==> src/rtl/pru_pkg.sv <==
// Shared types and constants of the pixel replicate upscaler.
package pru_pkg;

  localparam int unsigned PixW      = 24;
  localparam int unsigned ScaleW    = 7;
  localparam int unsigned SrcWidthW = 11;
  localparam int unsigned HeightW   = 16;
  localparam int unsigned CfgIdxW   = 2;
  localparam int unsigned CfgDataW  = 16;
  localparam int unsigned InDataW   = 24;
  localparam int unsigned OutDataW  = 32;
  localparam int unsigned OutUserW  = 2;

  localparam logic [ScaleW-1:0] ScaleLimit = 7'd100;

  typedef enum logic [CfgIdxW-1:0] {
    CFG_SCALE  = 2'd0,
    CFG_WIDTH  = 2'd1,
    CFG_HEIGHT = 2'd2,
    CFG_NONE   = 2'd3
  } cfg_idx_e;

  typedef enum logic {
    OP_LOAD  = 1'b0,
    OP_FETCH = 1'b1
  } op_e;

  // Per-result flags that travel alongside the line store read.
  typedef struct packed {
    logic       valid_res;
    logic       row_end;
    logic [1:0] pad_bytes;
    logic       image_end;
  } res_meta_t;

endpackage

==> src/rtl/pru_pipe.sv <==
// Read-data stage and output register with stall handling.
module pru_pipe import pru_pkg::*; (
  input  logic                clk_i,
  input  logic                rst_ni,
  input  logic                push_i,
  input  res_meta_t           meta_i,
  input  logic [PixW-1:0]     rdata_i,
  output logic                take_o,
  output logic                out_valid_o,
  input  logic                out_ready_i,
  output logic [PixW-1:0]     out_pix_o,
  output res_meta_t           out_meta_o
);

  logic            s2_valid_q, s2_valid_d;
  res_meta_t       s2_meta_q;
  logic            s3_valid_q, s3_valid_d;
  res_meta_t       s3_meta_q;
  logic [PixW-1:0] s3_pix_q;
  logic            s2_move;

  // The RAM read register holds while s2 waits, since no read is issued then.
  assign s2_move    = s2_valid_q && (!s3_valid_q || out_ready_i);
  assign take_o     = !s2_valid_q || s2_move;
  assign s2_valid_d = push_i || (s2_valid_q && !s2_move);
  assign s3_valid_d = s2_move || (s3_valid_q && !out_ready_i);

  always_ff @(posedge clk_i or negedge rst_ni) begin
    if (!rst_ni) begin
      s2_valid_q <= 1'b0;
      s3_valid_q <= 1'b0;
    end else begin
      s2_valid_q <= s2_valid_d;
      s3_valid_q <= s3_valid_d;
    end
  end

  always_ff @(posedge clk_i) begin
    if (push_i) begin
      s2_meta_q <= meta_i;
    end
    if (s2_move) begin
      s3_meta_q <= s2_meta_q;
      s3_pix_q  <= s2_meta_q.valid_res ? rdata_i : '0;
    end
  end

  assign out_valid_o = s3_valid_q;
  assign out_pix_o   = s3_pix_q;
  assign out_meta_o  = s3_meta_q;

endmodule

==> config.mk <==
export PLATFORM = sky130hd
export DESIGN_NAME = pru_pipe
export DESIGN_NICKNAME = d
export VERILOG_FILES = /design/src/rtl/pru_pkg.sv /design/src/rtl/pru_pipe.sv
export SDC_FILE = /design/constraint.sdc
export NUM_CORES = 1
export LEC_CHECK = 0
export BUFFER_PORTS_ARGS = -buffer_cell sky130_fd_sc_hd__buf_2
export CORE_AREA = 2 2 56 58
export DETAILED_ROUTE_END_ITERATION = 10
export DIE_AREA = 0 0 58 60
export PLACE_DENSITY = 0.79
export SLEW_MARGIN = 15
export SYNTH_ARGS = -nofsm -noshare
export SYNTH_HDL_FRONTEND = slang
export SYNTH_SLANG_ARGS = --single-unit
==> constraint.sdc <==
create_clock -name clk_i -period 2.31 [get_ports clk_i]
set_input_delay 0.5775 -clock clk_i [delete_from_list [all_inputs] [get_ports clk_i]]
set_output_delay 0.5775 -clock clk_i [all_outputs]
set_load 0.05 [all_outputs]
Yosys cells after proc, flatten, opt, wreduce, memory -nomap -nowiden
Cells that the tools add are included.

word-level totals
  logic and storage cells = 22
  input bits = 33
  bits in registers = 36
  output and inout port bits = 31

operators by class
  reductions and logical operators = 11

operators with widths
  cell                 number
  $logic_not A1 Y1     4
  $logic_or A1 B1 Y1   4
  $logic_and A1 B1 Y1  3

Longest topological paths before layout
  word-level depth = 6
  depth in mapped cells = 2
  depth with buffers taken out = 2

Worst setup path after synthesis
OpenSTA, ideal clock, no wires.

  kind = register -> register
  start point = register s3_valid_q, in the netlist out_valid_o
  end point = register s3_meta_q (netlist bit out_meta_o[0]) (enable)
  clock period less this slack = 1850 ps
  buffers on the path = 0
  library setup time = 389 ps
  required time = 1921 ps
  cell stages (with the launch flop) = 3
  data arrival time = 1461 ps
  path slack = 460 ps
  path through = dfrtp_1 -> nand2b_1 -> and2_1

on the way
  longest elaborated chain between the ends = 3

RTL lines
  element                 RTL line        text
  start, declared         pru_pipe.sv:17  logic s3_valid_q, s3_valid_d;
  start signal, assigned  pru_pipe.sv:34  s3_valid_q <= s3_valid_d;
  $logic_not A1 Y1        pru_pipe.sv:23  assign s2_move = s2_valid_q && (!s3_valid_q || out_ready_i);
  $logic_or A1 B1 Y1      pru_pipe.sv:23
  $logic_and A1 B1 Y1     pru_pipe.sv:23
  via s2_move             pru_pipe.sv:20  logic s2_move;
  end signal, assigned    pru_pipe.sv:43  s3_meta_q <= s2_meta_q;
  end, declared           pru_pipe.sv:18  res_meta_t s3_meta_q;

The timed path passes the listed nets, and every way through them passes these cells.
A chain may end at the register's enable or synchronous reset.

Worst setup path after layout
  start point = register s3_valid_q, in the netlist out_valid_o
  end point = output take_o

on the way
  longest elaborated chain between the ends = 4

RTL lines
  element              RTL line        text
  $logic_not A1 Y1     pru_pipe.sv:23
  $logic_or A1 B1 Y1   pru_pipe.sv:23
  $logic_and A1 B1 Y1  pru_pipe.sv:23
  $logic_or A1 B1 Y1   pru_pipe.sv:24  assign take_o = !s2_valid_q || s2_move;
  end, declared        pru_pipe.sv:8   output logic take_o,

Every way passes these cells.

==> results.toml <==
[worst_hold_path]
hold_end = "s2_meta_q[2]"
worst_hold_startpoint = "meta_i[2]"
min_delay_path_depth = 1
hold_path.class = "in2reg"

[route]
wirelength_mm = 2.13
detailedRoute.firstIterationViolations = 7
routed-via-count = 761
post_route_antenna_net_violation_count = 0
avgViaCountPerCell = 4.42
detail_route.first_pass.iterations = 4
routedWlPerCell_um = 12.4
remaining_drc_errors = 0

[worst_setup_path]
worstPathCellList = "nor2b_1 > nand2_1 > buf_2"
ff2ff_path_depth = 3
reg2reg_to = "out_pix_o[17]"
reg2reg_slack_ns = 1.02
critical-path-top-delay-family = "flip-flops"
critical_path.max_stage_delay_ns = 0.41
endpoint_kind = "output pin"
cp.buffers_inverters = 1
critPathMaxFanout = 3
crit_start = "out_valid_o"
crit_path_top_delay_cell = "sky130_fd_sc_hd__dfrtp_1"
crit_path_start_kind = "register"
critical_path_class = "reg2out"
reg2reg_from = "out_valid_o"
cp_data_arrival_time_ns = 1.20
cp.required_ns = 1.73

[timing]
fin_crit_ns = 1.78
setup_total_negative_slack_ns = 0
maxClockFrequency_mhz = 563
relSlewSlack_pct = 65.4
max_slew.worst_pin.slew_ns = 0.519
finalHoldViolations = 0
report.final.slew_viol_count = 0
rsz0062_at_grt = "false"
clock-skew-final_ns = 0.00868
finalCritPeriodShare_pct = 76.9
setup-violations-final = 0
holdWs_ns = 0.419

[synthesis]
syn_area_um2 = 1310
synth_nets = 101
postSynthAreaPerCell_um2 = 19.2
ys_types = 9
async_flop_share_pct = 5.56
yosysTopAreaCellShare_pct = 78.2
post-synth-top-area-cell = "sky130_fd_sc_hd__edfxtp_1"
synth_most_common_cell = "sky130_fd_sc_hd__edfxtp_1"
synth-edff-count = 34
syn-instance-count = 68
register_bit_total_from_synthesis = 36
synth_sequential_area_ratio_pct = 82.1
post_synth_main_area_contributors = "sky130_fd_sc_hd__edfxtp_1 78%, sky130_fd_sc_hd__and2_2 12%, sky130_fd_sc_hd__dfrtp_1 3.8%, sky130_fd_sc_hd__and2_1 2.4%, sky130_fd_sc_hd__buf_6 1.7%"
synthFlopType = "sky130_fd_sc_hd__edfxtp_1"
synth_commonest_cells = "34 x sky130_fd_sc_hd__edfxtp_1, 20 x sky130_fd_sc_hd__and2_2, 5 x sky130_fd_sc_hd__and2_1"
synthesis.yosys.warnings = 0

[global_route]
met1_usage_pct = 11.7
use_met2_pct = 24.2
grt.met3_usage_pct = 6.49
busiest_layer = "met2"
grt.total_usage_pct = 13.2
grt_max_degree = 30
grt.overflow.total = 0
grt_pass1_vias = 744
antenna_violations_before_repair = 0
grt_first_pass_wirelength_mm = 3.18

[clock_tree]
cts_sinks = 36
worstSkewPairLatency_ns = 0.33
root_buffer = "sky130_fd_sc_hd__clkbuf_4"
cts_inserted_buffers = 5
tritoncts = "yes"
postCtsSetupRepairBufs = 0
clk_transition_reported_paths_ns = 0.10
max_h_tree_level = 2
max-clock-path-buffers = 2

[power]
cellLeakagePower_uw = 0.000755
vdd.ir_drop.worst_mv = 0.883
power-per-cell-area_nw_per_um2 = 861

[floorplan]
placeableCoreArea_um2 = 2900
fp.dieW_um = 58
initial_core_utilization_pct = 45.0
die_y_um = 60
io-pin-count = 64
fp.dieArea_um2 = 3480
fp-row-count = 20

[run]
cap_viol_max_count = 0

[final_layout]
layout.nets = 171
share_of_post_route_cells_with_drive_strength_above_1_pct = 65.5
antennaDiodeCount = 0
number_of_filler_cells_placed_in_the_layout = 236
area_growth_pct = 32.8

[placed_design]
portBuffers = 63
hpwl_reported_at_the_end_of_detailed_placement_mm = 1.62
gp_congestion = 0.633

[run_status]
status = "complete, no violations"
[cells by family (layout without fill, tap and decap cells)]
family,after synthesis,in the layout,synth area share [%]
buffers and inverters,2,73,1.73
AO/OA/AOI/OAI,1,1,0.575
AND/OR/NAND/NOR,29,29,15.6
flip-flops,36,36,82.1
[worst reg2reg max path, delay by kind of cell (launching register included)]
| family | cells | cell delay [ns] |
|---|---|---|
| flops | 1 | 0.41 |
| buf+inv | 1 | 0.32 |
| simple gates | 2 | 0.21 |
[layout by cell type (no fill, tap or decap)]
| cell | instances |
|---|---|
| sky130_fd_sc_hd__a21o_1 | 1 |
| sky130_fd_sc_hd__and2_1 | 5 |
| sky130_fd_sc_hd__and2_2 | 20 |
| sky130_fd_sc_hd__buf_2 | 63 |
| sky130_fd_sc_hd__buf_4 | 1 |
| sky130_fd_sc_hd__bufinv_16 | 1 |
| sky130_fd_sc_hd__clkbuf_1 | 1 |
| sky130_fd_sc_hd__clkbuf_4 | 5 |
| sky130_fd_sc_hd__clkinv_2 | 1 |
| sky130_fd_sc_hd__dfrtp_1 | 2 |
| sky130_fd_sc_hd__dlygate4sd3_1 | 1 |
| sky130_fd_sc_hd__edfxtp_1 | 34 |
| sky130_fd_sc_hd__nand2_1 | 1 |
| sky130_fd_sc_hd__nand2b_1 | 2 |
| sky130_fd_sc_hd__nor2b_1 | 1 |
[how the worst max path moves through the flow]
stage | cells after the start | endpoint | slack (ns)
6_report | 3 | take_o | 0.53
4_1_cts | 3 | take_o | 0.51
3_5_place_dp | 4 | take_o | 0.64
3_3_place_gp | 4 | take_o | 0.66
5_1_grt | 3 | take_o | 0.45
2_1_floorplan | 2 | out_meta_o[0] | 0.46
[layer usage]
metal  part of all wire (%)  vias up
met5                      0        -
met1                     34      342
met3                    9.7        5
met4                    1.1        0
li1                       -      380
met2                     56       34
[flip-flops by register name (all words and copies together), names as in the netlist]
register	flops
out_valid_o	1
out_pix_o	24
out_meta_o	5
s2_valid_q	1
s2_meta_q	5
[through the flow]
step	instance area, µm²	setup slack, ns	util (%)	total power [µW]	std cells
3_3_place_gp	1650	0.664	56.7	1080	163
4_1_cts	1720	0.513	59.4	1510	171
2_1_floorplan	1310	0.460	-	1020	68
6_report	1730	0.533	59.7	1490	172
5_1_grt	1730	0.448	59.7	1550	172
3_5_place_dp	1650	0.641	56.7	1090	163
[power by group]
part | internal [µW] | leakage [µW] | switching, µW
Combinational | 71.6 | 0.000357 | 204
Sequential | 779 | 0.000356 | 19.3
Clock | 227 | 0.0000422 | 190
[cell type report]
cell class	instances	area, µm²	area share (%)
Sequential cell	36	1070	61.8
Timing Repair Buffer	65	333	19.2
Multi-Input combinational cell	30	211	12.2
Clock buffer	6	41.3	2.38
Tap cell	33	41.3	2.38
Clock inverter	2	35.0	2.02
[repair_timing]
| item | CTS | global route |
|---|---|---|
| gates resized for setup | 0 | 0 |
| hold buffers | 0 | 1 |
| hold endpoints to repair | 0 | 2 |
(Power assumes the default switching activity.)
