## src/rtl/pru_pkg.sv

```systemverilog
// Shared types and constants of the pixel replicate upscaler.
package pru_pkg;

  localparam int unsigned PixW      = 24;
  localparam int unsigned ScaleW    = 7;
  localparam int unsigned SrcWidthW = 11;
  localparam int unsigned HeightW   = 16;
  localparam int unsigned CfgIdxW   = 2;
  localparam int unsigned CfgDataW  = 16;
  localparam int unsigned InDataW   = 24;
  localparam int unsigned OutDataW  = 32;
  localparam int unsigned OutUserW  = 2;

  localparam logic [ScaleW-1:0] ScaleLimit = 7'd100;

  typedef enum logic [CfgIdxW-1:0] {
    CFG_SCALE  = 2'd0,
    CFG_WIDTH  = 2'd1,
    CFG_HEIGHT = 2'd2,
    CFG_NONE   = 2'd3
  } cfg_idx_e;

  typedef enum logic {
    OP_LOAD  = 1'b0,
    OP_FETCH = 1'b1
  } op_e;

  // Per-result flags that travel alongside the line store read.
  typedef struct packed {
    logic       valid_res;
    logic       row_end;
    logic [1:0] pad_bytes;
    logic       image_end;
  } res_meta_t;

endpackage

```

## src/rtl/pru_ctrl.sv

```systemverilog
// Configuration registers, load and fetch counters, line store addressing.
module pru_ctrl import pru_pkg::*; #(
  parameter int unsigned MaxWidth = 1024,
  localparam int unsigned AddrW = (MaxWidth > 1) ? $clog2(MaxWidth) : 1,
  localparam int unsigned CntW  = $clog2(MaxWidth + 1)
) (
  input  logic                 clk_i,
  input  logic                 rst_ni,
  input  logic                 cfg_we_i,
  input  logic [CfgIdxW-1:0]   cfg_index_i,
  input  logic [CfgDataW-1:0]  cfg_data_i,
  input  logic                 in_fire_i,
  input  logic                 in_op_i,
  output logic                 ram_we_o,
  output logic [AddrW-1:0]     ram_waddr_o,
  output logic                 ram_re_o,
  output logic [AddrW-1:0]     ram_raddr_o,
  output logic                 res_push_o,
  output res_meta_t            res_meta_o
);

  logic [ScaleW-1:0]    scale_q, scale_d;
  logic [SrcWidthW-1:0] width_q, width_d;
  logic [HeightW-1:0]   height_q, height_d;

  logic [CntW-1:0]    loaded_q, loaded_d;
  logic               ready_q, ready_d;
  logic [AddrW-1:0]   col_q, col_d;
  logic [ScaleW-1:0]  across_q, across_d;
  logic [ScaleW-1:0]  down_q, down_d;
  logic [HeightW-1:0] row_q, row_d;

  logic [ScaleW-1:0]  eff_s;
  logic [CntW-1:0]    eff_w;
  logic [HeightW-1:0] eff_h;
  logic               restart;
  logic               is_load, is_fetch;
  logic [CntW-1:0]    loaded_inc;
  logic               col_last, across_last, down_last, row_last;

  // Clamp the raw registers to their usable ranges.
  always_comb begin
    if (scale_q == '0) begin
      eff_s = ScaleW'(1);
    end else if (scale_q > ScaleLimit) begin
      eff_s = ScaleLimit;
    end else begin
      eff_s = scale_q;
    end
    if (width_q == '0) begin
      eff_w = CntW'(1);
    end else if (32'(width_q) > 32'(MaxWidth)) begin
      eff_w = CntW'(MaxWidth);
    end else begin
      eff_w = CntW'(width_q);
    end
    eff_h = (height_q == '0) ? HeightW'(1) : height_q;
  end

  assign restart  = cfg_we_i && (cfg_idx_e'(cfg_index_i) != CFG_NONE);
  assign is_load  = in_fire_i && (op_e'(in_op_i) == OP_LOAD);
  assign is_fetch = in_fire_i && (op_e'(in_op_i) == OP_FETCH);

  assign loaded_inc  = loaded_q + CntW'(1);
  assign col_last    = (CntW'(col_q) + CntW'(1)) >= eff_w;
  assign across_last = (across_q + ScaleW'(1)) >= eff_s;
  assign down_last   = (down_q + ScaleW'(1)) >= eff_s;
  assign row_last    = ({1'b0, row_q} + (HeightW + 1)'(1)) >= {1'b0, eff_h};

  always_comb begin
    scale_d  = scale_q;
    width_d  = width_q;
    height_d = height_q;
    loaded_d = loaded_q;
    ready_d  = ready_q;
    col_d    = col_q;
    across_d = across_q;
    down_d   = down_q;
    row_d    = row_q;
    if (restart) begin
      unique case (cfg_idx_e'(cfg_index_i))
        CFG_SCALE:  scale_d  = cfg_data_i[ScaleW-1:0];
        CFG_WIDTH:  width_d  = cfg_data_i[SrcWidthW-1:0];
        CFG_HEIGHT: height_d = cfg_data_i;
        default:    ;
      endcase
      loaded_d = '0;
      ready_d  = 1'b0;
      col_d    = '0;
      across_d = '0;
      down_d   = '0;
      row_d    = '0;
    end else if (is_load && !ready_q) begin
      if (loaded_inc >= eff_w || loaded_q >= eff_w) begin
        loaded_d = '0;
        ready_d  = 1'b1;
        col_d    = '0;
        across_d = '0;
        down_d   = '0;
      end else begin
        loaded_d = loaded_inc;
      end
    end else if (is_fetch && ready_q) begin
      if (across_last) begin
        across_d = '0;
        if (col_last) begin
          col_d = '0;
          if (down_last) begin
            down_d  = '0;
            ready_d = 1'b0;
            row_d   = row_last ? '0 : row_q + HeightW'(1);
          end else begin
            down_d = down_q + ScaleW'(1);
          end
        end else begin
          col_d = col_q + AddrW'(1);
        end
      end else begin
        across_d = across_q + ScaleW'(1);
      end
    end
  end

  always_ff @(posedge clk_i or negedge rst_ni) begin
    if (!rst_ni) begin
      scale_q  <= ScaleW'(1);
      width_q  <= SrcWidthW'(1);
      height_q <= HeightW'(1);
      loaded_q <= '0;
      ready_q  <= 1'b0;
      col_q    <= '0;
      across_q <= '0;
      down_q   <= '0;
      row_q    <= '0;
    end else begin
      scale_q  <= scale_d;
      width_q  <= width_d;
      height_q <= height_d;
      loaded_q <= loaded_d;
      ready_q  <= ready_d;
      col_q    <= col_d;
      across_q <= across_d;
      down_q   <= down_d;
      row_q    <= row_d;
    end
  end

  // Line store write on load, read on a fetch of a loaded row.
  assign ram_we_o    = is_load && !ready_q && (loaded_q < eff_w);
  assign ram_waddr_o = loaded_q[AddrW-1:0];
  assign ram_re_o    = is_fetch && ready_q;
  assign ram_raddr_o = col_q;

  // Every fetch yields one result; an unloaded row gives an all-zero one.
  assign res_push_o = is_fetch;
  always_comb begin
    res_meta_o = '0;
    if (ready_q) begin
      res_meta_o.valid_res = 1'b1;
      if (col_last && across_last) begin
        res_meta_o.row_end   = 1'b1;
        // Pad = (4 - 3*w*s mod 4) mod 4, which reduces to w*s mod 4.
        res_meta_o.pad_bytes = 2'(eff_w[1:0] * eff_s[1:0]);
        res_meta_o.image_end = down_last && row_last;
      end
    end
  end

endmodule

```

## config.mk

```make
export PLATFORM = sky130hd
export DESIGN_NAME = pru_ctrl
export DESIGN_NICKNAME = d
export VERILOG_FILES = /design/src/rtl/pru_pkg.sv /design/src/rtl/pru_ctrl.sv
export SDC_FILE = /design/constraint.sdc
export NUM_CORES = 1
export LEC_CHECK = 0
export BUFFER_PORTS_ARGS = -buffer_cell sky130_fd_sc_hd__buf_4
export CORE_MARGIN = 2
export CORE_UTILIZATION = 61
export DETAILED_ROUTE_END_ITERATION = 6
export HOLD_SLACK_MARGIN = 0.08
export PLACE_DENSITY = 0.81
export SETUP_SLACK_MARGIN = 0.1
export SLEW_MARGIN = 25
export SYNTH_ARGS = -nofsm -noshare
export SYNTH_HDL_FRONTEND = slang
export SYNTH_SLANG_ARGS = --single-unit
```

## constraint.sdc

```tcl
create_clock -name clk_i -period 4.5 [get_ports clk_i]
set_input_delay 0.225 -clock clk_i [delete_from_list [all_inputs] [get_ports clk_i]]
set_output_delay 0.225 -clock clk_i [all_outputs]
set_load 0.1 [all_outputs]
```

## Word level (Yosys, flattened, before mapping)

Cells that the tools add are included.

| operators by class | value |
|---|---|
| add/sub/neg operators | 7 |
| multipliers | 1 |
| $lt $le $gt $ge | 9 |
| equality and inequality tests | 5 |
| multiplexer cells | 41 |
| bitwise logic cells | 1 |
| reduce and logical (&&, ||, !) cells | 31 |

Operators with widths:

| kind | count |
|---|---|
| $mux W16 | 8 |
| $mux W7 | 13 |
| $mux W10 | 6 |
| $mux W11 | 5 |
| $ge A11 B11 Y1 | 3 |
| $add A16 B1 Y17 const B | 1 |
| $ge A17 B16 Y1 | 1 |
| $add A16 B1 Y16 const B | 1 |
| $logic_not A16 Y1 | 1 |
| $add A7 B1 Y7 const B | 2 |
| $ge A7 B7 Y1 | 2 |
| $reduce_bool A3 Y1 | 4 |
| $add A10 B1 Y11 const B | 1 |
| $add A11 B1 Y11 const B | 1 |
| $gt A11 B11 Y1 const B | 1 |
| $logic_not A11 Y1 | 1 |
| $lt A11 B11 Y1 | 1 |
| $add A10 B1 Y10 const B | 1 |
| $reduce_and A5 Y1 | 2 |
| $reduce_bool A2 Y1 | 5 |
| $logic_and A1 B1 Y1 | 8 |
| $reduce_and A2 Y1 | 4 |
| $gt A7 B7 Y1 const B | 1 |
| $logic_not A7 Y1 | 1 |
| 14 further kinds | 21 |

| word-level totals | value |
|---|---|
| register bits after elaboration | 86 |
| input bits | 23 |

## Logic depth before layout (Yosys ltp)

Gate-level depths: netlist of the first run.

| logic depth | value |
|---|---|
| depth after elaboration | 10 |
| depth in mapped cells | 15 |
| gate-level depth less buffers | 13 |

## Worst setup path after synthesis of the first run

Ideal clock, no wire load.

| path | value |
|---|---|
| kind | register to output |
| start | reg col_q[2] (netlist: ram_raddr_o[2]) |
| end | out res_meta_o[0] (netlist name) |
| arrival | 4961 ps |
| slack | -686 ps |
| cell stages (with the launch flop) | 12 |
| buffers on the path | 0 |
| cell sequence | dfrtp_1 > nand3_1 > nor2_1 > nand3_1 > xnor2_1 > ha_1 > and4_1 > nand2_1 > o21ai_0 > o211a_1 > nand2_1 > nor3_1 |

RTL lines:

| item | line | text |
|---|---|---|
| start: declaration | pru_ctrl.sv:28 | `logic [AddrW-1:0] col_q, col_d;` |
| start signal: assignment | pru_ctrl.sv:141 | `col_q <= col_d;` |
| end: declaration | pru_ctrl.sv:19 | `output res_meta_t res_meta_o` |

==> results of run 1 <==
-- path summary, 6_finish.rpt --
check,start,endpoint,slack (ns)
max,row_q[0]$_DFFE_PN0P_,res_meta_o[0],0.34
min reg2reg,across_q[6]$_DFFE_PN0P_,across_q[6]$_DFFE_PN0P_,0.54
min in group asynchronous,rst_ni,row_q[11]$_DFFE_PN0P_,0.43
max in group asynchronous,rst_ni,ram_raddr_o[2]$_DFFE_PN0P_,3.48
min,cfg_data_i[3],height_q[3]$_DFFE_PN0P_,0.09
max reg2reg,loaded_q[1]$_DFFE_PN0P_,loaded_q[9]$_DFFE_PN0P_,0.73
-- layout make-up --
| class | count | area (sq um) | share of cell area (%) |
|---|---|---|---|
| clock buffer | 9 | 124 | 1.78 |
| tap | 133 | 166 | 2.39 |
| clock inverter | 7 | 83.8 | 1.20 |
| sequential | 86 | 2160 | 31.0 |
| multi-input combinational | 522 | 3730 | 53.6 |
| timing repair buffer | 72 | 583 | 8.38 |
| inverter | 30 | 113 | 1.62 |
-- cells in the final DEF, fill, tap and decap left out, types with 3 or more instances in the layout --
master	synthesis	layout
xor2_1	16	16
inv_1	29	29
a221o_1	3	3
nand3b_1	3	3
clkbuf_8	0	9
nor4_1	11	11
or3_1	6	6
a31oi_1	8	8
o211ai_1	3	3
nand4_1	15	15
buf_4	14	56
dlygate4sd3_1	0	14
mux2_2	33	33
nand2b_1	14	14
dfstp_2	3	3
nor3b_1	4	3
ha_1	68	68
o22ai_1	5	5
xnor2_1	23	23
o221ai_1	3	3
a211o_1	5	5
a21o_1	6	6
and3_1	10	9
o31ai_1	11	11
dfrtp_1	83	83
nand3_1	33	33
a211oi_1	6	6
nand2_1	74	74
nor2_1	38	38
inv_8	0	3
o21ai_0	42	42
a21oi_1	29	29
a41o_1	4	4
nor3_1	11	10
a22o_1	12	12
-- report_power, final --
part           switching [mW]  internal, mW
Clock                   0.350         0.225
Combinational           0.718         0.395
Sequential              0.137         0.886
-- worst max-delay path: cells and delay by family, from the launching register on --
family | cells | cell delay (ns)
xor+xnor | 1 | 0.23
buf+inv | 2 | 0.46
compound gates | 1 | 0.13
flops | 1 | 0.43
fa+ha+maj | 2 | 0.43
simple gates | 8 | 1.86
-- kinds of logic after synthesis --
| family | count (synthesis) | share of synthesized area [%] |
|---|---|---|
| DFF | 86 | 35.0 |
| xor gates and xnor gates | 39 | 5.54 |
| AOI/OAI and AO/OA | 151 | 16.3 |
| muxes | 33 | 6.03 |
| buffers and inverters | 65 | 4.91 |
| adders and majority gates | 68 | 13.8 |
| and+or+nand+nor | 231 | 18.4 |
-- layer usage --
layer,share of wire [%],GRT usage (%),vias up
li1,-,-,2566
met1,43,39.5,2612
met2,48,49.0,164
met3,6.1,6.95,31
met4,2.4,11.0,0
met5,0,0,-
-- synthesized netlist by cell type, types with 6 or more instances --
master,instances
nor4_1,11
a21o_1,6
nor3_1,11
buf_4,14
or3_1,6
a211oi_1,6
xor2_1,16
mux2_2,33
xnor2_1,23
and3_1,10
o31ai_1,11
dfrtp_1,83
nor2_1,38
o21ai_0,42
clkbuf_1,16
nand2b_1,14
a21oi_1,29
nand3_1,33
ha_1,68
nand4_1,15
nand2_1,74
inv_1,29
a31oi_1,8
a22o_1,12
-- timing repair --
action | 4_1_cts | 5_1_grt
hold buffers | 11 | 3
buffers inserted | 0 | 0
setup endpoints to repair | 0 | 3
resized for setup | 0 | 5
endpoints found under the hold margin | 97 | 5
-- flip-flops by register name (all words and copies together), names as in the netlist --
name         flops
ram_raddr_o     10
width_q         11
row_q           16
loaded_q        11
ready_q          1
scale_q          7
height_q        16
across_q         7
down_q           7
-- metrics by stage --
stage | total power [mW] | cells
6_report | 2.71 | 859
5_1_grt | 2.88 | 859
4_1_cts | 2.71 | 856
3_5_place_dp | 2.12 | 829
3_3_place_gp | 2.06 | 829
2_1_floorplan | 1.81 | 673
==> run_summary.xml, run 1 <==
<?xml version="1.0" encoding="UTF-8"?>
<metrics>
  <group name="outcome">
    <metric name="status" unit="">finished clean</metric>
  </group>
  <group name="sta">
    <metric name="tns" unit="ns">0</metric>
    <metric name="finalCritPeriodShare" unit="%">92.4</metric>
    <metric name="tightest_slew" unit="ns">0.835</metric>
    <metric name="setup_slack" unit="ns">0.344</metric>
    <metric name="maxClockFrequency" unit="GHz">0.241</metric>
    <metric name="slew_headroom" unit="%">44.2</metric>
    <metric name="worst_clock_skew" unit="ns">0.0156</metric>
    <metric name="setup_violations" unit="">0</metric>
    <metric name="rsz0062_at_grt" unit="">false</metric>
    <metric name="hold-worst-slack" unit="ns">0.0944</metric>
    <metric name="fin_max_slew_vios" unit="">0</metric>
    <metric name="post_route_minimum_period" unit="ns">4.16</metric>
    <metric name="timing.final.hold_violations" unit="">0</metric>
  </group>
  <group name="layout">
    <metric name="fin_nets" unit="">812</metric>
    <metric name="syn_to_final_growth" unit="%">12.9</metric>
    <metric name="postLayoutCellArea" unit="sq um">6960</metric>
    <metric name="diode_insertion_count_for_antenna_repair" unit="">0</metric>
    <metric name="drive_gt1_share" unit="%">16.5</metric>
    <metric name="fill_cells" unit="">737</metric>
    <metric name="final_core_util" unit="%">71.2</metric>
  </group>
  <group name="setup_path">
    <metric name="endpoint_kind" unit="">output pin</metric>
    <metric name="critical_path_arrival" unit="ns">3.93</metric>
    <metric name="slowest_delay" unit="ns">0.43</metric>
    <metric name="crit_chain" unit="">ha_1, nand3_1, or2_4, or3_1, nor2_1, xor2_1, ha_1, nand4_1, nor2_1, o311ai_0, and4_2, buf_4, nor3_2, buf_6</metric>
    <metric name="cp_startpoint_kind" unit="">register</metric>
    <metric name="critPathRequiredTime" unit="ns">4.28</metric>
    <metric name="critPathKind" unit="">register to output pin</metric>
    <metric name="rr_worst_depth" unit="">13</metric>
    <metric name="timing.critical_path.slowest_stage_cell" unit="">dfrtp_1</metric>
    <metric name="path_max_fanout" unit="">11</metric>
  </group>
  <group name="logic_synthesis">
    <metric name="synth-async-reset-ratio" unit="%">100</metric>
    <metric name="synth_top_area_share" unit="%">33.7</metric>
    <metric name="yosysUniqueCellTypes" unit="">55</metric>
    <metric name="synth-seq-area-share" unit="%">35.0</metric>
    <metric name="post_synth_inst_count" unit="">673</metric>
    <metric name="dominantRegCellSynth" unit="">dfrtp_1</metric>
    <metric name="ys.warnings.count" unit="">0</metric>
    <metric name="synth_area_leaders" unit="">dfrtp_1 34%, ha_1 14%, mux2_2 6.0%, nand2_1 4.5%, o21ai_0 3.4%</metric>
    <metric name="netlist_area_before_placement" unit="sq um">6160</metric>
    <metric name="synth.net_count" unit="">764</metric>
    <metric name="synth_top_area_cell" unit="">dfrtp_1</metric>
    <metric name="avgSynthCellArea" unit="sq um">9.16</metric>
    <metric name="ys_ff_latch" unit="">86</metric>
    <metric name="number_of_synthesized_flops_with_an_enable_pin" unit="">0</metric>
  </group>
  <group name="min_path">
    <metric name="holdPathStages" unit="">2</metric>
    <metric name="timing.hold.worst.class" unit="">primary input to register</metric>
  </group>
  <group name="power_and_ir_drop">
    <metric name="vdd_drop_max" unit="mV">0.255</metric>
    <metric name="leakage_power_of_the_design" unit="nW">3.30</metric>
    <metric name="power.density_cell_area" unit="nW/um^2">390</metric>
  </group>
  <group name="clock_tree">
    <metric name="cts_max_level" unit="">3</metric>
    <metric name="cts_made_buffers" unit="">9</metric>
    <metric name="clock_sink_count" unit="">86</metric>
    <metric name="clk-insertion-delay-late" unit="ns">0.40</metric>
    <metric name="cts_tree" unit="">built</metric>
    <metric name="clkTransAtPathRegs" unit="ns">0.11</metric>
    <metric name="cts_root_buf" unit="">clkbuf_8</metric>
    <metric name="cts_max_path_buffers" unit="">2</metric>
  </group>
  <group name="route">
    <metric name="dr_total_vias" unit="">5373</metric>
    <metric name="drt_pre_antenna_iters" unit="">5</metric>
    <metric name="route.final.wire_length" unit="microns">16000</metric>
    <metric name="viasPerCell" unit="">6.25</metric>
    <metric name="drtAntennaViolNets" unit="">0</metric>
    <metric name="detail_route.drc_violations" unit="">0</metric>
    <metric name="dr.first_iter.drc_count" unit="">362</metric>
    <metric name="routedWlPerCell" unit="microns">18.6</metric>
  </group>
  <group name="placement">
    <metric name="finalWeightedCongestion" unit="">0.876</metric>
    <metric name="numPortBuffers" unit="">50</metric>
    <metric name="dp_hpwl" unit="microns">11600</metric>
    <metric name="post-place-ws" unit="ns">0.652</metric>
    <metric name="post_dp_cell_area" unit="sq um">6600</metric>
  </group>
  <group name="global_route">
    <metric name="first_global_vias" unit="">5252</metric>
    <metric name="grt_first_pass_wirelength" unit="microns">26400</metric>
    <metric name="grt.total_usage" unit="%">30.2</metric>
    <metric name="globalRouteOverflowTotal" unit="">0</metric>
    <metric name="grt_antenna_before_repair" unit="">0</metric>
    <metric name="grt_start_max_net_pins" unit="">87</metric>
  </group>
  <group name="flow_run">
    <metric name="drv.max_cap_violation_count" unit="">0</metric>
  </group>
  <group name="die">
    <metric name="initial_utilization" unit="%">63.0</metric>
    <metric name="core" unit="sq um">9770</metric>
    <metric name="die_width" unit="microns">105</metric>
    <metric name="die_area" unit="sq um">10900</metric>
    <metric name="die-height" unit="microns">105</metric>
    <metric name="io-pin-count" unit="">51</metric>
    <metric name="floorplan.rows" unit="">36</metric>
  </group>
</metrics>
Note: power is estimated with default switching activity, not from simulation.
==> run 2, diff against run 1 <==
--- a/config.mk
+++ b/config.mk
@@ -6,11 +6,13 @@
 export NUM_CORES = 1
 export LEC_CHECK = 0
 export BUFFER_PORTS_ARGS = -buffer_cell sky130_fd_sc_hd__buf_4
+export CELL_PAD_IN_SITES_DETAIL_PLACEMENT = 0
+export CELL_PAD_IN_SITES_GLOBAL_PLACEMENT = 1
 export CORE_MARGIN = 2
-export CORE_UTILIZATION = 61
+export CORE_UTILIZATION = 47
 export DETAILED_ROUTE_END_ITERATION = 6
 export HOLD_SLACK_MARGIN = 0.08
-export PLACE_DENSITY = 0.81
+export PLACE_DENSITY_LB_ADDON = 0.1
 export SETUP_SLACK_MARGIN = 0.1
 export SLEW_MARGIN = 25
 export SYNTH_ARGS = -nofsm -noshare
==> run 2 against run 1 <==
Via count is 3.2% lower. Critical path depth fell by 2. Sequential power barely moved. Combinational power barely moved. Worst hold slack improved by 0.012 ns. Utilization fell by 16 points. Sequential share of layout area shrank 0.10 points. Die area grew 29%. Wire length down 2.4%. Largest cell class unchanged. Highest routed layer unchanged.
==> run_summary.xml, run 2 (same netlist as run 1, synthesis figures left out) <==
<?xml version="1.0" encoding="UTF-8"?>
<metrics>
  <group name="setup_path">
    <metric name="reg_to_reg_setup_timing_slack" unit="ns">0.65</metric>
    <metric name="path_max_fanout" unit="">13</metric>
    <metric name="crit-reg2reg-launch" unit="">row_q[0]$_DFFE_PN0P_</metric>
    <metric name="critPathKind" unit="">register to output pin</metric>
    <metric name="endpoint_kind" unit="">output pin</metric>
    <metric name="critPathRequiredTime" unit="ns">4.28</metric>
    <metric name="cp_startpoint_kind" unit="">register</metric>
    <metric name="rr_worst_depth" unit="">12</metric>
    <metric name="critical_path_arrival" unit="ns">3.91</metric>
    <metric name="regToRegEndpoint" unit="">row_q[0]$_DFFE_PN0P_</metric>
  </group>
  <group name="route">
    <metric name="drt_pre_antenna_iters" unit="">5</metric>
    <metric name="drtAntennaViolNets" unit="">0</metric>
    <metric name="dr_total_vias" unit="">5202</metric>
    <metric name="viasPerCell" unit="">5.86</metric>
    <metric name="dr.first_iter.drc_count" unit="">317</metric>
    <metric name="routedWlPerCell" unit="microns">17.6</metric>
    <metric name="route.final.wire_length" unit="microns">15600</metric>
    <metric name="detail_route.drc_violations" unit="">0</metric>
  </group>
  <group name="power_and_ir_drop">
    <metric name="leakage_power_of_the_design" unit="nW">3.31</metric>
    <metric name="switching_share" unit="%">40.6</metric>
    <metric name="power.density_cell_area" unit="nW/um^2">417</metric>
    <metric name="clock_power_share" unit="%">27.5</metric>
    <metric name="share_comb_of_total_power" unit="%">37.5</metric>
    <metric name="power.sequential.fraction" unit="%">35.1</metric>
    <metric name="vdd_drop_max" unit="mV">0.316</metric>
    <metric name="cellInternalPower" unit="mW">1.73</metric>
    <metric name="p_switching" unit="mW">1.18</metric>
  </group>
  <group name="clock_tree">
    <metric name="cts_hold_buffers" unit="">1</metric>
    <metric name="cts_root_buf" unit="">clkbuf_16</metric>
    <metric name="cts_max_path_buffers" unit="">2</metric>
    <metric name="cts_tree" unit="">built</metric>
    <metric name="clkTransAtPathRegs" unit="ns">0.07</metric>
    <metric name="post_cts_resize_count" unit="">0</metric>
    <metric name="clock_sink_count" unit="">86</metric>
    <metric name="cts_max_level" unit="">3</metric>
    <metric name="cts_post_setup_buffers_inserted" unit="">0</metric>
    <metric name="clk-insertion-delay-late" unit="ns">0.35</metric>
    <metric name="cts_made_buffers" unit="">9</metric>
  </group>
  <group name="placement">
    <metric name="dp_hpwl" unit="microns">12000</metric>
    <metric name="place.detailed.instances" unit="">870</metric>
    <metric name="numPortBuffers" unit="">50</metric>
    <metric name="finalWeightedCongestion" unit="">0.860</metric>
  </group>
  <group name="layout">
    <metric name="layout_commonest_cell" unit="">dfrtp_1</metric>
    <metric name="fin_nets" unit="">801</metric>
    <metric name="final_cell_count_no_fill" unit="">887</metric>
    <metric name="layout_top_registers" unit="">height_q (16), row_q (16)</metric>
    <metric name="most-common-layout-cells" unit="">83 x dfrtp_1, 74 x nand2_1, 68 x ha_1</metric>
    <metric name="seq_area" unit="sq um">2160</metric>
    <metric name="multi_input_area" unit="sq um">3720</metric>
    <metric name="drive_gt1_share" unit="%">16.6</metric>
    <metric name="fill_cells" unit="">1225</metric>
    <metric name="syn_to_final_growth" unit="%">13.3</metric>
    <metric name="diode_insertion_count_for_antenna_repair" unit="">0</metric>
  </group>
  <group name="global_route">
    <metric name="grt_start_max_net_pins" unit="">58</metric>
    <metric name="grt.total_usage" unit="%">23.3</metric>
    <metric name="first_global_vias" unit="">5046</metric>
    <metric name="grt_antenna_before_repair" unit="">0</metric>
    <metric name="globalRouteOverflowTotal" unit="">0</metric>
    <metric name="grt_first_pass_wirelength" unit="microns">26200</metric>
  </group>
  <group name="sta">
    <metric name="fin_max_slew_vios" unit="">0</metric>
    <metric name="rsz0062_at_grt" unit="">false</metric>
    <metric name="maxClockFrequency" unit="GHz">0.242</metric>
    <metric name="hold-worst-slack" unit="ns">0.106</metric>
    <metric name="finalCritPeriodShare" unit="%">91.9</metric>
    <metric name="tns" unit="ns">0</metric>
    <metric name="setup_violations" unit="">0</metric>
    <metric name="post_route_minimum_period" unit="ns">4.14</metric>
    <metric name="tightest_slew" unit="ns">0.867</metric>
    <metric name="timing.final.hold_violations" unit="">0</metric>
    <metric name="worst_clock_skew" unit="ns">0.00885</metric>
    <metric name="slew_headroom" unit="%">42.0</metric>
  </group>
  <group name="die">
    <metric name="die_width" unit="microns">119</metric>
    <metric name="die-height" unit="microns">119</metric>
    <metric name="core" unit="sq um">12700</metric>
    <metric name="die_area" unit="sq um">14000</metric>
    <metric name="floorplan.rows" unit="">41</metric>
    <metric name="initial_utilization" unit="%">48.4</metric>
    <metric name="io-pin-count" unit="">51</metric>
  </group>
  <group name="min_path">
    <metric name="timing.hold.worst.class" unit="">primary input to register</metric>
    <metric name="holdPathStages" unit="">2</metric>
    <metric name="startpoint_of_the_lowest_slack_hold_path" unit="">cfg_data_i[15]</metric>
    <metric name="hold-path-endpoint" unit="">height_q[15]$_DFFE_PN0P_</metric>
  </group>
  <group name="flow_run">
    <metric name="drv.max_cap_violation_count" unit="">0</metric>
  </group>
  <group name="outcome">
    <metric name="status" unit="">finished clean</metric>
  </group>
</metrics>
==> run 2: power groups by stage <==
stage	clock network, mW	logic, mW	registers (mW)
after floorplan	0	0.708	1.11
after global routing	0.852	1.21	1.04
after global placement	0	1.06	1.03
after CTS	0.812	1.09	1.02
after detailed placement	0	1.09	1.03
final	0.799	1.09	1.02
==> run 2: cell type report <==
class                           count  area share, %
Clock buffer                       10           3.42
Clock inverter                      6           1.09
Inverter                           30           1.61
Multi-Input combinational cell    522           53.3
Sequential cell                    86           30.9
Tap cell                          172           3.08
Timing Repair Buffer               61           6.59
==> run 2: through the flow <==
stage | instance area, sq um | setup WS (ns) | total power, mW | utilization, %
6_report | 6980 | 0.363 | 2.91 | 54.9
5_1_grt | 6980 | 0.130 | 3.10 | 54.9
4_1_cts | 6980 | 0.374 | 2.93 | 54.9
2_1_floorplan | 6170 | 0.109 | 1.81 | -
3_5_place_dp | 6660 | 0.683 | 2.12 | 52.3
3_3_place_gp | 6650 | 0.786 | 2.09 | 52.3
==> run 2: worst max-delay path, cell delays in order, from the launching register on <==
cell      delay [ns]
dfrtp_1         0.41
ha_1            0.23
nand3_1         0.21
or2_1           0.34
or3_1           0.45
nor2_1          0.16
xor2_1          0.25
ha_1            0.29
a21boi_0        0.13
o31ai_1         0.22
and4_1          0.54
nor3_2          0.09
buf_4           0.25
==> run 2: routing by layer <==
metal	global-route usage [%]	part of all wire [%]	vias up
met4	6.77	1.4	0
met5	0	0	-
li1	-	-	2535
met1	33.4	49	2547
met3	3.28	3.7	13
met2	36.8	46	107
==> run 2: worst max path at each step <==
stage	startpoint	endpoint	slack, ns	cells after the start
4_1_cts	row_q[0]$_DFFE_PN0P_	res_meta_o[0]	0.37	13
6_report	row_q[0]$_DFFE_PN0P_	res_meta_o[0]	0.36	12
3_3_place_gp	row_q[0]$_DFFE_PN0P_	row_q[12]$_DFFE_PN0P_	0.79	14
5_1_grt	row_q[6]$_DFFE_PN0P_	res_meta_o[0]	0.13	11
3_5_place_dp	row_q[0]$_DFFE_PN0P_	row_q[12]$_DFFE_PN0P_	0.68	14
2_1_floorplan	ram_raddr_o[2]$_DFFE_PN0P_	res_meta_o[2]	0.11	11
==> run 3, diff against run 2 <==
--- a/config.mk
+++ b/config.mk
@@ -9,9 +9,9 @@
 export CELL_PAD_IN_SITES_DETAIL_PLACEMENT = 0
 export CELL_PAD_IN_SITES_GLOBAL_PLACEMENT = 1
 export CORE_MARGIN = 2
-export CORE_UTILIZATION = 47
+export CORE_UTILIZATION = 43
 export DETAILED_ROUTE_END_ITERATION = 6
-export HOLD_SLACK_MARGIN = 0.08
+export HOLD_SLACK_MARGIN = 0.03
 export PLACE_DENSITY_LB_ADDON = 0.1
 export SETUP_SLACK_MARGIN = 0.1
 export SLEW_MARGIN = 25
==> constraint.sdc (replaced) <==
create_clock -name clk_i -period 3.36 [get_ports clk_i]
set_input_delay 0.168 -clock clk_i [delete_from_list [all_inputs] [get_ports clk_i]]
set_output_delay 0.168 -clock clk_i [all_outputs]
set_load 0.1 [all_outputs]
==> run 3 against run 2 <==
The run now ends with setup timing left. Via count up 4.1%. Non-clock buffer count rose by 53. Worst hold slack worse by 0.057 ns. Clock power increased by 41%. Total power grew 46%. Final cell count rose by 6.9%. Count of clock-buffer cells in the layout is the same. Register-to-register slack lost 0.58 ns. Cell area up 15%. First-iteration DRC count increased by 23%. Sequential share of layout area decreased by 3.7 points. Setup slack got worse by 0.40 ns. Largest cell class unchanged.
==> run_summary.xml, run 3 (same netlist as run 1, synthesis figures left out) <==
<?xml version="1.0" encoding="UTF-8"?>
<metrics>
  <group name="sta">
    <metric name="tightest_slew" unit="ns">0.955</metric>
    <metric name="timing.final.hold_violations" unit="">0</metric>
    <metric name="setup_violations" unit="">1</metric>
    <metric name="worst_clock_skew" unit="ns">0.00905</metric>
    <metric name="maxClockFrequency" unit="GHz">0.294</metric>
    <metric name="fin_max_slew_vios" unit="">0</metric>
    <metric name="post_route_minimum_period" unit="ns">3.40</metric>
    <metric name="setup_slack" unit="ns">-0.0384</metric>
    <metric name="finalCritPeriodShare" unit="%">101</metric>
    <metric name="rsz0062_at_grt" unit="">true</metric>
    <metric name="slew_headroom" unit="%">36.1</metric>
  </group>
  <group name="clock_tree">
    <metric name="clk-insertion-delay-late" unit="ns">0.35</metric>
    <metric name="cts_max_level" unit="">3</metric>
    <metric name="clkTransAtPathRegs" unit="ns">0.07</metric>
    <metric name="cts_tree" unit="">built</metric>
    <metric name="cts_root_buf" unit="">clkbuf_16</metric>
    <metric name="cts_made_buffers" unit="">9</metric>
    <metric name="cts_max_path_buffers" unit="">2</metric>
    <metric name="clock_sink_count" unit="">86</metric>
  </group>
  <group name="power_and_ir_drop">
    <metric name="power.density_cell_area" unit="nW/um^2">527</metric>
    <metric name="leakage_power_of_the_design" unit="nW">3.71</metric>
    <metric name="total_power" unit="mW">4.24</metric>
    <metric name="vdd_drop_max" unit="mV">0.356</metric>
  </group>
  <group name="placement">
    <metric name="numPortBuffers" unit="">50</metric>
    <metric name="dp_hpwl" unit="microns">12700</metric>
    <metric name="finalWeightedCongestion" unit="">0.849</metric>
    <metric name="post_dp_cell_area" unit="sq um">7040</metric>
    <metric name="place.detailed.instances" unit="">909</metric>
  </group>
  <group name="layout">
    <metric name="drive_gt1_share" unit="%">33.1</metric>
    <metric name="postLayoutCellArea" unit="sq um">8050</metric>
    <metric name="syn_to_final_growth" unit="%">30.6</metric>
    <metric name="layout_commonest_cell" unit="">buf_4</metric>
    <metric name="most-common-layout-cells" unit="">96 x buf_4, 71 x dfrtp_1, 68 x nand2_1</metric>
    <metric name="final_cell_count_no_fill" unit="">948</metric>
    <metric name="fin_nets" unit="">854</metric>
    <metric name="layout_top_registers" unit="">height_q (16), row_q (16)</metric>
    <metric name="diode_insertion_count_for_antenna_repair" unit="">0</metric>
  </group>
  <group name="route">
    <metric name="dr_total_vias" unit="">5414</metric>
    <metric name="routedWlPerCell" unit="microns">18.1</metric>
    <metric name="dr.first_iter.drc_count" unit="">391</metric>
    <metric name="drtAntennaViolNets" unit="">0</metric>
    <metric name="detail_route.drc_violations" unit="">0</metric>
    <metric name="viasPerCell" unit="">5.71</metric>
    <metric name="drt_pre_antenna_iters" unit="">5</metric>
    <metric name="route.final.wire_length" unit="microns">17200</metric>
  </group>
  <group name="outcome">
    <metric name="status" unit="">finished, violations left</metric>
    <metric name="failed_checks" unit="">setup timing</metric>
  </group>
  <group name="min_path">
    <metric name="startpoint_of_the_lowest_slack_hold_path" unit="">cfg_data_i[15]</metric>
    <metric name="holdPathStages" unit="">2</metric>
    <metric name="timing.hold.worst.class" unit="">primary input to register</metric>
    <metric name="hold-path-endpoint" unit="">height_q[15]$_DFFE_PN0P_</metric>
  </group>
  <group name="setup_path">
    <metric name="crit-reg2reg-launch" unit="">row_q[1]$_DFFE_PN0P_</metric>
    <metric name="critPathKind" unit="">register to output pin</metric>
    <metric name="regToRegEndpoint" unit="">row_q[12]$_DFFE_PN0P_</metric>
    <metric name="path_max_fanout" unit="">3</metric>
    <metric name="reg_to_reg_setup_timing_slack" unit="ns">0.07</metric>
    <metric name="critPathRequiredTime" unit="ns">3.19</metric>
    <metric name="rr_worst_depth" unit="">16</metric>
    <metric name="endpoint_kind" unit="">output pin</metric>
    <metric name="critical_path_arrival" unit="ns">3.23</metric>
    <metric name="cp_startpoint_kind" unit="">register</metric>
  </group>
  <group name="die">
    <metric name="die-height" unit="microns">124</metric>
    <metric name="initial_utilization" unit="%">44.2</metric>
    <metric name="die_area" unit="sq um">15300</metric>
    <metric name="core" unit="sq um">13900</metric>
    <metric name="floorplan.rows" unit="">43</metric>
    <metric name="io-pin-count" unit="">51</metric>
    <metric name="die_width" unit="microns">124</metric>
  </group>
  <group name="flow_run">
    <metric name="drv.max_cap_violation_count" unit="">0</metric>
  </group>
  <group name="global_route">
    <metric name="grt.total_usage" unit="%">23.4</metric>
    <metric name="grt_start_max_net_pins" unit="">70</metric>
    <metric name="first_global_vias" unit="">5296</metric>
    <metric name="grt_antenna_before_repair" unit="">0</metric>
    <metric name="globalRouteOverflowTotal" unit="">0</metric>
    <metric name="grt_first_pass_wirelength" unit="microns">27500</metric>
  </group>
</metrics>
[run 3: where the power goes]
group	switching (mW)	leakage (nW)	total (mW)	internal (mW)
Combinational	1.04	2.48	1.71	0.666
Clock	0.455	0.156	1.13	0.678
Sequential	0.195	1.08	1.40	1.20
[run 3: worst max-delay path by stage]
stage | startpoint | endpoint | slack, ns | depth (start not counted)
6_report | row_q[1]$_DFFE_PN0P_ | res_meta_o[0] | -0.04 | 14
5_1_grt | row_q[1]$_DFFE_PN0P_ | res_meta_o[0] | -0.21 | 14
4_1_cts | row_q[0]$_DFFE_PN0P_ | res_meta_o[0] | -0.06 | 14
3_5_place_dp | width_q[4]$_DFFE_PN0P_ | down_q[3]$_DFFE_PN0P_ | -0.02 | 10
3_3_place_gp | width_q[4]$_DFFE_PN0P_ | down_q[2]$_DFFE_PN0P_ | -0.03 | 10
2_1_floorplan | row_q[0]$_DFFE_PN0P_ | res_meta_o[0] | -0.18 | 14
[run 3: timing repair]
item                       4_1_cts  5_1_grt
hold buffers                     1        0
gates cloned                     0        1
pin swaps                       24       32
setup endpoints to repair       34       56
hold endpoints to repair        66        0
gates resized for setup         29       75
buffers inserted                10       10
[run 3: per-stage QoR]
step                worst slack (ns)  util (%)  setup TNS, ns  hold WS, ns
CTS                          -0.0569      54.5        -0.0569       0.0371
global route                  -0.211      57.8          -1.15       0.0400
finish                       -0.0384      57.8        -0.0384       0.0490
floorplan                     -0.180         -         -0.219       -0.128
global placement             -0.0315      50.5        -0.0892        0.344
detailed placement           -0.0172      50.5        -0.0422        0.365
[run 3: area by class of cell]
| cell class | instances | area [sq um] |
|---|---|---|
| Clock inverter | 6 | 92.6 |
| Sequential cell | 86 | 2190 |
| Clock buffer | 10 | 239 |
| Multi-Input combinational cell | 522 | 4190 |
| Fill cell | 1246 | 5880 |
| Timing Repair Buffer | 114 | 1000 |
| Inverter | 30 | 116 |
| Tap cell | 180 | 225 |
[run 3: metal layers]
metal / wire [microns] / track usage [%] / up-vias
met5: 0 / 0 / -
met4: 223 / 5.75 / 0
met3: 608 / 4.49 / 16
met2: 7840 / 35.3 / 109
met1: 8500 / 34.4 / 2659
li1: - / - / 2630
[run 3: critical path, cell delays in order, from the launching register on]
cell and delay [ns]:
dfrtp_1 0.42, ha_4 0.18, nand3_2 0.06, or2_1 0.23, or3_4 0.41, nor2_4 0.12
xor2_2 0.19, ha_1 0.28, nand4_1 0.12, nor2_1 0.05, o31ai_1 0.23, and4_4 0.28
buf_12 0.11, nor3_4 0.03, buf_12 0.16
